## src/design/host_command_frame_encoder_top_assert.svh

```systemverilog
// ----------------------------------------------------------------------------
// Assertion macros for the host command frame encoder
// Concurrent assertion wrappers that the design files share. Defining
// ASSERT_OFF turns every use into nothing.
// ----------------------------------------------------------------------------
`ifndef HOST_COMMAND_FRAME_ENCODER_TOP_ASSERT_SVH
`define HOST_COMMAND_FRAME_ENCODER_TOP_ASSERT_SVH

`ifndef ASSERT_OFF
// The property must hold at every clock edge outside reset.
`define HCFE_ASSERT(name, clk, rst, prop, msg) \
   name: assert property (@(posedge clk) disable iff (rst) prop) else $error(msg);
// The expression must never be true at a clock edge outside reset.
`define HCFE_ASSERT_NEVER(name, clk, rst, expr, msg) \
   name: assert property (@(posedge clk) disable iff (rst) !(expr)) else $error(msg);
`else
`define HCFE_ASSERT(name, clk, rst, prop, msg)
`define HCFE_ASSERT_NEVER(name, clk, rst, expr, msg)
`endif

`endif

```

## src/design/hcfe_pkg.sv

```systemverilog
// ----------------------------------------------------------------------------
// Host command frame encoder package
// Frame constants and the command record passed from front to back.
// ----------------------------------------------------------------------------
package hcfe_pkg;

   localparam logic [7:0] FRM_PREAMBLE  = 8'h00;
   localparam logic [7:0] FRM_START1    = 8'h00;
   localparam logic [7:0] FRM_START2    = 8'hFF;
   localparam logic [7:0] FRM_DIR_HOST  = 8'hD4;
   localparam logic [7:0] FRM_POSTAMBLE = 8'h00;
   localparam logic [7:0] FRM_MAX_COUNT = 8'd254;
   localparam logic [7:0] FRM_ALL_ONES  = 8'hFF;

   localparam int unsigned HCFE_QUEUE_DEPTH = 4;

   // One classified payload byte with everything the back end needs.
   typedef struct packed {
      logic [7:0] data;
      logic       first;
      logic       last;
      logic [7:0] count;
      logic [7:0] dcs;
   } hcfe_cmd_type;

endpackage

```

## src/design/host_command_frame_encoder_top.sv

```systemverilog
// Path: the first result of a transaction is registered in the command queue, then in the output register.
// Throughput: one input transaction per cycle while the queue has room; the sequencer emits one
// result per cycle unless stalled; an opening byte adds the header, a closing byte the trailer.
// The command queue lets the input side keep accepting while header and trailer bytes drain.
// Reset is synchronous and active high: no frame open, queue empty, no result pending.
// ----------------------------------------------------------------------------
// Host command frame encoder
// Wraps payload bytes in host-to-controller information frames with length
// and data checksums.
// ----------------------------------------------------------------------------
module host_command_frame_encoder_top #(
   parameter int unsigned QUEUE_DEPTH = hcfe_pkg::HCFE_QUEUE_DEPTH
) (
   input  logic        clock,
   input  logic        reset,
   // Input transactions: one payload byte each.
   input  logic        req_tvalid,
   output logic        req_tready,
   input  logic [15:0] req_tdata,   // [7:0] data_byte, [15:8] byte_count
   // Result transactions: one frame byte each.
   output logic        rsp_tvalid,
   input  logic        rsp_tready,
   output logic [7:0]  rsp_tdata,   // [7:0] frame_byte
   output logic        rsp_tlast    // frame_end, set on the postamble
);
   import hcfe_pkg::*;

   // The front end classifies each byte against the open frame and computes
   // the running checksum, so every queued command is self contained.
   logic         push_valid, push_ready;
   hcfe_cmd_type push_cmd;
   // The back end pops commands and steps through the frame bytes that each
   // one expands to, holding results in its output register.
   logic         pop_valid, pop_ready;
   hcfe_cmd_type pop_cmd;

   hcfe_front u_front (
      .clock      (clock),
      .reset      (reset),
      .req_tvalid (req_tvalid),
      .req_tready (req_tready),
      .req_tdata  (req_tdata),
      .push_valid (push_valid),
      .push_ready (push_ready),
      .push_data  (push_cmd)
   );

   hcfe_fifo #(
      .DEPTH (QUEUE_DEPTH)
   ) u_fifo (
      .clock      (clock),
      .reset      (reset),
      .push_valid (push_valid),
      .push_ready (push_ready),
      .push_data  (push_cmd),
      .pop_valid  (pop_valid),
      .pop_ready  (pop_ready),
      .pop_data   (pop_cmd)
   );

   hcfe_back u_back (
      .clock      (clock),
      .reset      (reset),
      .cmd_valid  (pop_valid),
      .cmd_ready  (pop_ready),
      .cmd        (pop_cmd),
      .rsp_tvalid (rsp_tvalid),
      .rsp_tready (rsp_tready),
      .rsp_tdata  (rsp_tdata),
      .rsp_tlast  (rsp_tlast)
   );

endmodule

```

## src/design/hcfe_fifo.sv

```systemverilog
// ----------------------------------------------------------------------------
// Command queue
// Small register queue that decouples the classifier from the byte sequencer.
// ----------------------------------------------------------------------------
`include "host_command_frame_encoder_top_assert.svh"

module hcfe_fifo #(
   parameter int unsigned DEPTH = 4
) (
   input  logic                  clock,
   input  logic                  reset,
   input  logic                  push_valid,
   output logic                  push_ready,
   input  hcfe_pkg::hcfe_cmd_type push_data,
   output logic                  pop_valid,
   input  logic                  pop_ready,
   output hcfe_pkg::hcfe_cmd_type pop_data
);
   import hcfe_pkg::*;

   localparam int unsigned AW = (DEPTH > 1) ? $clog2(DEPTH) : 1;
   localparam int unsigned CW = $clog2(DEPTH + 1);

   hcfe_cmd_type  mem_ff [DEPTH];
   logic [AW-1:0] wr_ptr_ff, wr_ptr_in;
   logic [AW-1:0] rd_ptr_ff, rd_ptr_in;
   logic [CW-1:0] count_ff, count_in;
   logic          do_push, do_pop;

   assign push_ready = (count_ff != CW'(DEPTH));
   assign pop_valid  = (count_ff != '0);
   assign pop_data   = mem_ff[rd_ptr_ff];
   assign do_push    = push_valid && push_ready;
   assign do_pop     = pop_valid && pop_ready;

   always_comb begin
      wr_ptr_in = wr_ptr_ff;
      rd_ptr_in = rd_ptr_ff;
      if (do_push) begin
         wr_ptr_in = (wr_ptr_ff == AW'(DEPTH - 1)) ? '0 : wr_ptr_ff + AW'(1);
      end
      if (do_pop) begin
         rd_ptr_in = (rd_ptr_ff == AW'(DEPTH - 1)) ? '0 : rd_ptr_ff + AW'(1);
      end
      count_in = count_ff + CW'(do_push) - CW'(do_pop);
   end

   always_ff @(posedge clock) begin
      if (reset) begin
         wr_ptr_ff <= '0;
         rd_ptr_ff <= '0;
         count_ff  <= '0;
      end else begin
         wr_ptr_ff <= wr_ptr_in;
         rd_ptr_ff <= rd_ptr_in;
         count_ff  <= count_in;
      end
   end

   always_ff @(posedge clock) begin
      if (do_push) begin
         mem_ff[wr_ptr_ff] <= push_data;
      end
   end

   `HCFE_ASSERT_NEVER(a_fifo_count_bound, clock, reset, count_ff > CW'(DEPTH), "queue count beyond depth")

endmodule

```

## src/design/hcfe_front.sv

```systemverilog
// ----------------------------------------------------------------------------
// Frame classifier
// Tracks the open frame, marks first and last bytes and folds the checksum.
// ----------------------------------------------------------------------------
`include "host_command_frame_encoder_top_assert.svh"

module hcfe_front (
   input  logic                  clock,
   input  logic                  reset,
   input  logic                  req_tvalid,
   output logic                  req_tready,
   input  logic [15:0]           req_tdata,
   output logic                  push_valid,
   input  logic                  push_ready,
   output hcfe_pkg::hcfe_cmd_type push_data
);
   import hcfe_pkg::*;

   logic [7:0] bytes_remaining_ff, bytes_remaining_in;
   logic [7:0] running_sum_ff, running_sum_in;
   logic [7:0] data_byte, byte_count, count_sat;
   logic [7:0] rem_base, rem_next, sum_base, sum_next;
   logic       is_first, is_last, accept;

   assign data_byte  = req_tdata[7:0];
   assign byte_count = req_tdata[15:8];
   assign req_tready = push_ready;
   assign push_valid = req_tvalid;
   assign accept     = req_tvalid && push_ready;

   always_comb begin
      // A zero count frames a single byte; counts past the maximum saturate.
      if (byte_count == 8'd0) begin
         count_sat = 8'd1;
      end else if (byte_count > FRM_MAX_COUNT) begin
         count_sat = FRM_MAX_COUNT;
      end else begin
         count_sat = byte_count;
      end
      is_first = (bytes_remaining_ff == 8'd0);
      rem_base = is_first ? count_sat : bytes_remaining_ff;
      rem_next = rem_base - 8'd1;
      sum_base = is_first ? FRM_DIR_HOST : running_sum_ff;
      sum_next = sum_base + data_byte;
      is_last  = (rem_next == 8'd0);

      push_data.data  = data_byte;
      push_data.first = is_first;
      push_data.last  = is_last;
      push_data.count = count_sat;
      push_data.dcs   = 8'd0 - sum_next;

      bytes_remaining_in = bytes_remaining_ff;
      running_sum_in     = running_sum_ff;
      if (accept) begin
         bytes_remaining_in = rem_next;
         running_sum_in     = is_last ? 8'd0 : sum_next;
      end
   end

   always_ff @(posedge clock) begin
      if (reset) begin
         bytes_remaining_ff <= 8'd0;
         running_sum_ff     <= 8'd0;
      end else begin
         bytes_remaining_ff <= bytes_remaining_in;
         running_sum_ff     <= running_sum_in;
      end
   end

   `HCFE_ASSERT(a_front_close, clock, reset, (accept && is_last) |=> (bytes_remaining_ff == 8'd0 && running_sum_ff == 8'd0), "frame did not close cleanly")

endmodule

```

## src/design/hcfe_back.sv

```systemverilog
// ----------------------------------------------------------------------------
// Frame byte sequencer
// Emits each data byte; a first adds the header, a last adds the trailer.
// ----------------------------------------------------------------------------
`include "host_command_frame_encoder_top_assert.svh"

module hcfe_back (
   input  logic                  clock,
   input  logic                  reset,
   input  logic                  cmd_valid,
   output logic                  cmd_ready,
   input  hcfe_pkg::hcfe_cmd_type cmd,
   output logic                  rsp_tvalid,
   input  logic                  rsp_tready,
   output logic [7:0]            rsp_tdata,
   output logic                  rsp_tlast
);
   import hcfe_pkg::*;

   typedef enum logic [3:0] {
      PH_NEXT, PH_PRE, PH_START1, PH_START2, PH_LEN, PH_LCS,
      PH_DIR, PH_DATA, PH_DCS, PH_POST
   } phase_type;

   phase_type  phase_ff, phase_in, phase_now;
   logic       rsp_valid_ff;
   logic [7:0] rsp_byte_ff;
   logic       rsp_end_ff;
   logic [7:0] byte_sel;
   logic       advance, done;

   assign rsp_tvalid = rsp_valid_ff;
   assign rsp_tdata  = rsp_byte_ff;
   assign rsp_tlast  = rsp_end_ff;

   always_comb begin
      // A fresh command starts with the header only if it opens a frame.
      if (phase_ff == PH_NEXT) begin
         phase_now = cmd.first ? PH_PRE : PH_DATA;
      end else begin
         phase_now = phase_ff;
      end

      advance = cmd_valid && (!rsp_valid_ff || rsp_tready);
      done    = (phase_now == PH_POST) || (phase_now == PH_DATA && !cmd.last);
      cmd_ready = advance && done;

      unique case (phase_now)
         PH_PRE:    byte_sel = FRM_PREAMBLE;
         PH_START1: byte_sel = FRM_START1;
         PH_START2: byte_sel = FRM_START2;
         PH_LEN:    byte_sel = cmd.count + 8'd1;
         PH_LCS:    byte_sel = FRM_ALL_ONES - cmd.count;
         PH_DIR:    byte_sel = FRM_DIR_HOST;
         PH_DATA:   byte_sel = cmd.data;
         PH_DCS:    byte_sel = cmd.dcs;
         PH_POST:   byte_sel = FRM_POSTAMBLE;
         default:   byte_sel = cmd.data;
      endcase

      phase_in = phase_ff;
      if (advance) begin
         if (done) begin
            phase_in = PH_NEXT;
         end else begin
            unique case (phase_now)
               PH_PRE:    phase_in = PH_START1;
               PH_START1: phase_in = PH_START2;
               PH_START2: phase_in = PH_LEN;
               PH_LEN:    phase_in = PH_LCS;
               PH_LCS:    phase_in = PH_DIR;
               PH_DIR:    phase_in = PH_DATA;
               PH_DATA:   phase_in = PH_DCS;
               PH_DCS:    phase_in = PH_POST;
               default:   phase_in = PH_NEXT;
            endcase
         end
      end
   end

   always_ff @(posedge clock) begin
      if (reset) begin
         phase_ff     <= PH_NEXT;
         rsp_valid_ff <= 1'b0;
      end else begin
         phase_ff <= phase_in;
         if (advance) begin
            rsp_valid_ff <= 1'b1;
            rsp_byte_ff  <= byte_sel;
            rsp_end_ff   <= (phase_now == PH_POST);
         end else if (rsp_tready) begin
            rsp_valid_ff <= 1'b0;
         end
      end
   end

   `HCFE_ASSERT(a_back_post_end, clock, reset, (advance && phase_now == PH_POST) |=> (rsp_valid_ff && rsp_end_ff), "postamble not marked as frame end")

endmodule
```

## config.mk

```make
export PLATFORM = sky130hd
export DESIGN_NAME = host_command_frame_encoder_top
export DESIGN_NICKNAME = d
export VERILOG_FILES = /design/src/design/hcfe_pkg.sv /design/src/design/host_command_frame_encoder_top.sv /design/src/design/hcfe_fifo.sv /design/src/design/hcfe_front.sv /design/src/design/hcfe_back.sv
export VERILOG_INCLUDE_DIRS = /design/src /design/src/design
export SDC_FILE = /design/constraint.sdc
export NUM_CORES = 1
export LEC_CHECK = 0
export BUFFER_PORTS_ARGS = -buffer_cell sky130_fd_sc_hd__buf_4
export CAP_MARGIN = 20
export CORE_MARGIN = 2
export CORE_UTILIZATION = 56
export DETAILED_ROUTE_END_ITERATION = 10
export PLACE_DENSITY_LB_ADDON = 0.2
export SYNTH_ARGS = -nofsm -noshare
export SYNTH_HDL_FRONTEND = slang
export SYNTH_HIERARCHICAL = 1
export SYNTH_SLANG_ARGS = --single-unit
```

## constraint.sdc

```tcl
create_clock -name clock -period 3.65 [get_ports clock]
set_input_delay 0 -clock clock [delete_from_list [all_inputs] [get_ports clock]]
set_output_delay 0 -clock clock [all_outputs]
set_load 0.02 [all_outputs]
```

; ---- Word level (Yosys, flattened, before mapping)
; Memories as Yosys holds them, arrays and structs flattened. A register that Yosys moved wholly into a read port is not among the register bits.
; Index checks and enable logic that the tools add are counted.
[totals]
register_bits = 37
ram_bits = 104
rom_bits = 64
input_bits = 20
out_inout_bits = 11
word_cells = 68
mem_count = 2
[classes]
n_addsub = 9
magnitude_cmp = 1
eq_ne = 12
n_mux = 17
bitwise_logic = 1
n_reduce_logical = 17
[memory_table]
columns = memory, depth, word_bits, rd, rd_ports_with_merged_regs, write_ports, line
row1 = u_fifo.mem_ff, 4, 26, 1, 1, 1, hcfe_fifo.sv:24  ; hcfe_cmd_type mem_ff [DEPTH];
row2 = (name not given), 16, 4, 1, 0, 0, hcfe_back.sv:66  ; unique case (phase_now)
[op_table]
columns = operator, n
row1 = case mux 8 bit (6 select lines), 1
row2 = two-way mux 8 bit, 5
row3 = zero test 8 bit, 3
row4 = equality test 4 x 3 -> 1 bit (second input constant), 4
row5 = adder 8 x 1 -> 8 bit (second input constant), 1
row6 = adder 8 bit, 1
row7 = equality test 4 x 2 -> 1 bit (second input constant), 2
row8 = equality test 4 bit (second input constant), 2
row9 = > comparator 8 bit (second input constant), 1
row10 = two-way mux 2 bit, 4
row11 = two-way mux 4 bit, 2
row12 = subtractor 1 x 8 -> 8 bit (first input constant), 1
row13 = subtractor 8 x 1 -> 8 bit (second input constant), 1
row14 = subtractor 8 bit (first input constant), 1
row15 = logical AND 1 bit, 5
row16 = adder 2 x 1 -> 2 bit (second input constant), 2
row17 = equality test 2 bit (second input constant), 2
row18 = equality test 4 x 1 -> 1 bit (second input constant), 1
row19 = zero test 4 bit, 1
row20 = two-way mux 1 bit, 4
row21 = adder 3 x 1 -> 3 bit, 1
row22 = two-way mux 3 bit, 1
row23 = inequality test 3 bit (second input constant), 1
row24 = nonzero test 3 bit, 1
row25 = other kinds (7), 9

; ---- Longest topological paths before layout
; Gate-level depths: netlist (run 1).
[logic_depth]
word_depth = 9
mapped_depth = 19
ltp_nobuf = 18

; ---- Modules after synthesis
; The synthesis (run 1) kept the hierarchy.
[modules_own_cells]
columns = module, n_inst, cells_each, area_per_inst_um2, seq_area_each_um2
row1 = hcfe_fifo, 1, 185, 4231.6, 3303.2
row2 = hcfe_front, 1, 202, 1660.3, 320.3
row3 = hcfe_back, 1, 136, 1171.1, 370.4

; ---- Worst setup path after synthesis (run 1)
; No wires, ideal clock.
[synth_path]
path_kind = register to register
from = register with a tool-made name
to = register u_fifo.count_ff[2]
setup_time_ns = 0.078
t_arrival_ns = 3.342
required_ns = 3.572
slack_ns = 0.230
stages_incl_launch_ff = 20
n_path_buf = 1
synth_period_minus_slack_ns = 3.420
cell_sequence = dfxtp_1 -> buf_2 -> mux4_2 -> nor2_1 -> a21oi_1 -> inv_1 -> ha_1 -> nor3b_1 -> o21ai_0 -> a21oi_1 -> o31ai_1 -> inv_1 -> ha_1 -> inv_1 -> ha_1 -> inv_1 -> fa_1 -> xor2_1 -> and2_2 -> nor3_1
[synth_rtl]
columns = item, line
row1 = "end signal, assigned", hcfe_fifo.sv:56  ; count_ff <= count_in;
row2 = "end, declared", hcfe_fifo.sv:27  ; logic [CW-1:0] count_ff, count_in;

==> run metrics, run 1 <==
Die Wd 116 um; final worst slack 0.304 ns; CP Capture Type flop; DRC errors left 0; synthesized area 0.00706 mm2; clk_skew 0.00866 ns; crit path max fanout 4; Worst Path Arrival 3.69 ns; R2R Path End u_fifo/count_ff[2]; final hold vios 0; Req. time, crit path 4.00 ns; I/O pin count 31; post-synth top area share 0.480; register area share after synthesis 0.565; Post-DRT Antenna Nets 0; largest area contributor in the netlist edfxtp_1; Worst VDD drop 0.607 mV; Setup TNS 0 ns; destination of the worst hold path u_front/bytes_remaining_ff[7]; Leakage Power 2.91 nW; dpl ws 0.135 ns; fin crit share 0.917; outcome complete, no violations; vias in the first global route 4,225; Max Freq 299 MHz; synth warn 6; Clock transition at path regs 0.06 ns; GRT Total Usage 0.226; max_cap viols 0; FP Rows 41; global route total overflow 0; Vias 4,410; Post-synth EDFFs 113; Worst R2R Setup Slack 0.30 ns; DR vias/cell 5.90; Worst-Margin Slew 0.782 ns; area grow syn2layout 15.3%; most common cell in the synthesized netlist edfxtp_1; layout net count 607; Cell variety after synth 79; Final Max Slew Viols 0; Final HPWL DP 9280 um; drt pass-1 iters 5; clock root cell clkbuf_16; Synth area leaders edfxtp_1 48%, dfxtp_1 8.5%, mux4_2 8.3%; RSZ-0062 raised after global routing false; Post-Syn Instances 523; top cells by count, synth 113 x edfxtp_1, 30 x dfxtp_1, 28 x inv_1; clock sinks 143; Die Height 116 um; beginning of the worst hold path req_tdata[8]; core area 0.0125 mm2; share of cells above drive strength 1 0.230; IO buf count 30; power density over the cells 914 mW/mm2; synthesized flop and latch total 143; pin count of the biggest net entering global routing 37; DIE AREA 0.0135 mm2; Post-synth ARST share 0; Avg WL per Cell 18.7 um; Tmin final 3.35 ns; drt total wl 14,000 um; clk_lat worst skew 0.42 ns; final setup fails 0; Worst Reg-to-Reg Cells 18; first-pass GRT wire length 22,300 um; Avg Inst Size Synth 13.5 um2; HP Class in -> reg; Startpoint Class flop; Hold Crit Depth 5; ant diodes 0; relative slew slack 0.473; Synthesized Nets 568; CTS H-Tree Depth 4; kind of critical path reg -> reg; Num CTS Buffers 17; Routability Congestion 0.892; initial antenna violation count 0; Synth Flop Type edfxtp_1; total power 7.44 mW; CTS tree built; Bufs on Longest Clock Path 2; initial drt markers 316; initial core utilization 0.567
power by group:
group	total (mW)	internal (mW)	switching (mW)
Sequential	2.54	2.36	0.182
Combinational	3.23	1.34	1.89
Clock	1.67	1.03	0.633
flip-flops by register name, indices dropped and copies added (netlist names), named ones only:
signal,count
u_front/bytes_remaining_ff,8
u_fifo/rd_ptr_ff,2
u_fifo/mem_ff,104
u_back/rsp_tlast,1
u_back/rsp_tdata,8
u_fifo/wr_ptr_ff,2
u_front/running_sum_ff,8
u_fifo/count_ff,3
u_back/phase_ff,4
u_back/rsp_tvalid,1
critical path: stages, from the launching register on:
cell	delay (ns)
dfxtp_2	0.37
mux4_2	0.53
nor2_1	0.10
a21oi_1	0.11
inv_1	0.09
ha_1	0.18
nor3b_2	0.19
o21ai_2	0.10
a21oi_2	0.15
o31ai_2	0.11
inv_1	0.07
ha_1	0.21
inv_1	0.06
ha_1	0.13
inv_1	0.04
fa_1	0.37
xor2_1	0.16
and2_2	0.19
nor3_1	0.11
final cells by class:
cell class | instances | area [um2]
clock buffer | 21 | 460
clock inverter | 11 | 118
fill | 917 | 4330
inverter | 29 | 109
multi-input combinational | 312 | 2750
sequential | 143 | 4000
tap | 172 | 215
timing repair buffer | 59 | 490
cell families (layout without fill, tap and decap cells):
group,Yosys count,count (layout),synth area share
adders and majority gates,25,25,0.0464
DFF,143,143,0.565
and+or+nand+nor,140,140,0.120
buffers and inverters,68,120,0.0473
AOI/OAI and AO/OA,99,99,0.110
muxes,31,31,0.0902
xor gates and xnor gates,17,17,0.0211
per-stage QoR:
stage           util  cell area, um2  hold WS [ns]  cells
6_report       0.653            8140         0.221    747
5_1_grt        0.653            8140         0.266    747
4_1_cts        0.650            8110         0.214    745
3_5_place_dp   0.589            7340         0.228    694
3_3_place_gp   0.589            7340         0.225    694
2_1_floorplan      -            7060        0.0691    523
cell usage in the layout (no fill, tap or decap), types with 3 or more instances in the layout:
master         instances
edfxtp_1             113
buf_4                 40
dfxtp_1               29
inv_1                 28
mux4_2                26
nor2_1                25
a21oi_1               25
ha_1                  23
nand2_1               22
dlygate4sd3_1         19
clkbuf_16             17
nand3_1               16
xnor2_1                9
nor2b_1                8
o31ai_1                8
xor2_1                 8
nand3b_1               8
nor3_1                 7
o211ai_1               6
o21ai_0                6
and2_1                 6
nand2b_1               6
a21o_1                 6
a221oi_1               5
a31oi_1                5
clkinvlp_4             4
mux2i_1                4
nand4_1                4
or3_1                  4
a211o_1                4
and2_2                 4
clkinv_2               3
and3_2                 3
and3_1                 3
or2b_1                 3
a311oi_1               3
per-layer routing:
layer  share of wire  vias up  global-route usage
met5               0        -                   0
met4           0.016        0              0.0873
met3           0.032       22              0.0509
met2            0.50       98               0.364
met1            0.45     2217               0.303
li1                -     2073                   -
timing repair:
action                                  4_1_cts  5_1_grt
setup buffers                                 0        2
resized for setup                             0        6
hold buffers                                 19        0
endpoints found under the setup margin        0        5
hold endpoints to repair                     69        0
how the worst max path moves through the flow:
stage	from	end	slack, ns
after global routing	flop	u_fifo/count_ff[2]	0.01
after global placement	flop	u_fifo/count_ff[2]	0.27
after CTS	flop	u_fifo/count_ff[2]	0.13
after floorplan	flop	u_fifo/count_ff[2]	0.23
after detailed placement	flop	u_fifo/count_ff[2]	0.13
final	flop	u_fifo/count_ff[2]	0.30
Note: power is estimated with default switching activity, not from simulation.
==> run 2, diff against run 1 <==
Settings changed: CORE_UTILIZATION 56 to 66.
Clock period 3.65 ns to 4.3 ns, I/O delays scaled along.
==> run metrics, run 2 (same netlist as run 1, synthesis figures left out) <==
final setup fails 0 (unchanged); clock root cell clkbuf_8; RSZ-0062 raised after global routing false; Post-CTS Resized 0 (unchanged); dpl ws 0.785 ns (+0.650 ns); clk_skew 0.0156 ns (+0.00695 ns); I/O pin count 31 (unchanged); DRC errors left 0 (unchanged); Die Wd 107 um (-7.6%); Biggest register u_fifo/mem_ff; area grow syn2layout 13.2%; share of cells above drive strength 1 0.217 (-0.0130); HP Class in -> reg; CP cell instances nor4_4, nand3_2, and2_2, ha_1, inv_1, fa_1, nor2b_1, o21ai_0, a2111oi_0, a311oi_1, nand4_1, xnor2_1; first-pass GRT wire length 24,300 um (+8.8%); Routability Congestion 0.923 (+3.5%); Die Height 107 um (-7.6%); WP buf/inv 1 (-3); final worst slack 0.612 ns (+0.307 ns); clk_lat worst skew 0.54 ns (+0.12 ns); drt total wl 15,100 um (+7.7%); commonest cells after routing, fill and taps aside 113 x edfxtp_1, 33 x buf_4, 29 x dfxtp_1; CTS tree built; Avg WL per Cell 21.4 um (+14%); worst hold slack 0.118 ns (-0.102 ns); CP max-delay cell a311oi_1; Bufs on Longest Clock Path 2 (unchanged); Final Max Slew Viols 0 (unchanged); core area 0.0104 mm2 (-17%); pin count of the biggest net entering global routing 37 (unchanged); max_cap viols 0 (unchanged); kind of critical path reg -> reg; drt pass-1 iters 7 (+2); vias in the first global route 4,469 (+5.8%); Max Freq 271 MHz (-9.3%); layout net count 600 (-1.2%); crit path max fanout 11 (+7); Setup TNS 0 ns (unchanged); clock sinks 143 (unchanged); Startpoint Class flop; relative slew slack 0.437 (-0.0362); fin cells 704 (-5.8%); Clock transition at path regs 0.06 ns (about the same); Final HPWL DP 9410 um (+1.3%); Num CTS Buffers 17 (unchanged); cell count after placement 653 (-5.9%); power density over the cells 781 mW/mm2 (-15%); initial drt markers 390 (+23%); Tmin final 3.69 ns (+0.343 ns); Vias 4,536 (+2.9%); Crit path largest cell delay 0.56 ns (+0.03 ns); IO buf count 30 (unchanged); Worst-Margin Slew 0.838 ns (+0.0562 ns); DIE AREA 0.0115 mm2 (-15%); CP Capture Type flop; ant diodes 0 (unchanged); Worst VDD drop 0.599 mV (-1.3%); Req. time, crit path 4.63 ns (+0.63 ns); final core utilization 0.771 (+0.118); Post-DRT Antenna Nets 0 (unchanged); outcome complete, no violations; DR vias/cell 6.44 (+9.1%); initial core utilization 0.681 (+0.115); global route total overflow 0 (unchanged); Top Family by Delay on Critical Path simple AND/OR/NAND/NOR gates; fin crit share 0.858 (-0.0589); CTS H-Tree Depth 4 (unchanged); final hold vios 0 (unchanged); FP Rows 37 (-9.8%); GRT Total Usage 0.287 (+0.0605); Leakage Power 2.87 nW (-1.4%); initial antenna violation count 0 (unchanged); commonest non-fill, non-tap cell in the layout edfxtp_1; number of flip-flops in the largest register 104 (unchanged); Worst Path Arrival 4.02 ns (+0.33 ns)
## run 2: changes by cell type in the layout (fill, tap and decap cells not counted), moves of 2 or more
cell        change
inv_6           +5
clkinvlp_4      -2
o21ai_0         +2
clkinv_4        +2
buf_4           -7
## run 2: per-layer routing
metal	part of all wire	GRT usage
met5	0	0
met4	0.014	0.0916
met2	0.51	0.470
met3	0.075	0.0654
met1	0.40	0.384
## run 2: path summary, 6_finish.rpt
| kind | start | slack, ns | to | depth (start not counted) |
|---|---|---|---|---|
| max | u_front/bytes_remaining_ff[2] | 0.61 | u_fifo/mem_ff[0][7] | 12 |
| min reg2reg | u_front/running_sum_ff[2] | 0.50 | u_front/running_sum_ff[2] | 2 |
| max reg2reg | u_front/bytes_remaining_ff[2] | 0.61 | u_fifo/mem_ff[0][7] | 12 |
| min | req_tdata[8] | 0.12 | u_front/bytes_remaining_ff[7] | 5 |
## run 2: tightest hold or removal path: cells and delay by family
kind / cells / cell delay, ns
AND/OR/NAND/NOR: 2 / 0.23
buffers and inverters: 1 / 0.11
AO/OA/AOI/OAI: 2 / 0.26
## run 2: stage by stage
step           power (mW)  area, um2
2_1_floorplan        4.19       7060
3_3_place_gp         4.67       7260
3_5_place_dp         4.79       7260
4_1_cts              6.21       8000
5_1_grt              6.59       8000
6_report             6.24       8000
## run 2: power breakdown
group          leakage, nW  internal [mW]  total [mW]  switching, mW
sequential            1.29           2.00        2.17          0.164
combinational         1.32           1.07        2.71           1.64
clock                0.267          0.775        1.36          0.588
## run 2: timing repair
item                                   CTS  global route
endpoints found under the hold margin   94             0
hold buffers                            19             0
buffers inserted                         0             0
## run 2: final cells by class
type,instances,area [um2]
clock buffers,18,418
fillers,617,2370
flip-flops and latches,143,4000
clock inverters,14,130
multi-input cells,312,2740
repair buffers,52,438
inverters,29,109
well taps,136,170
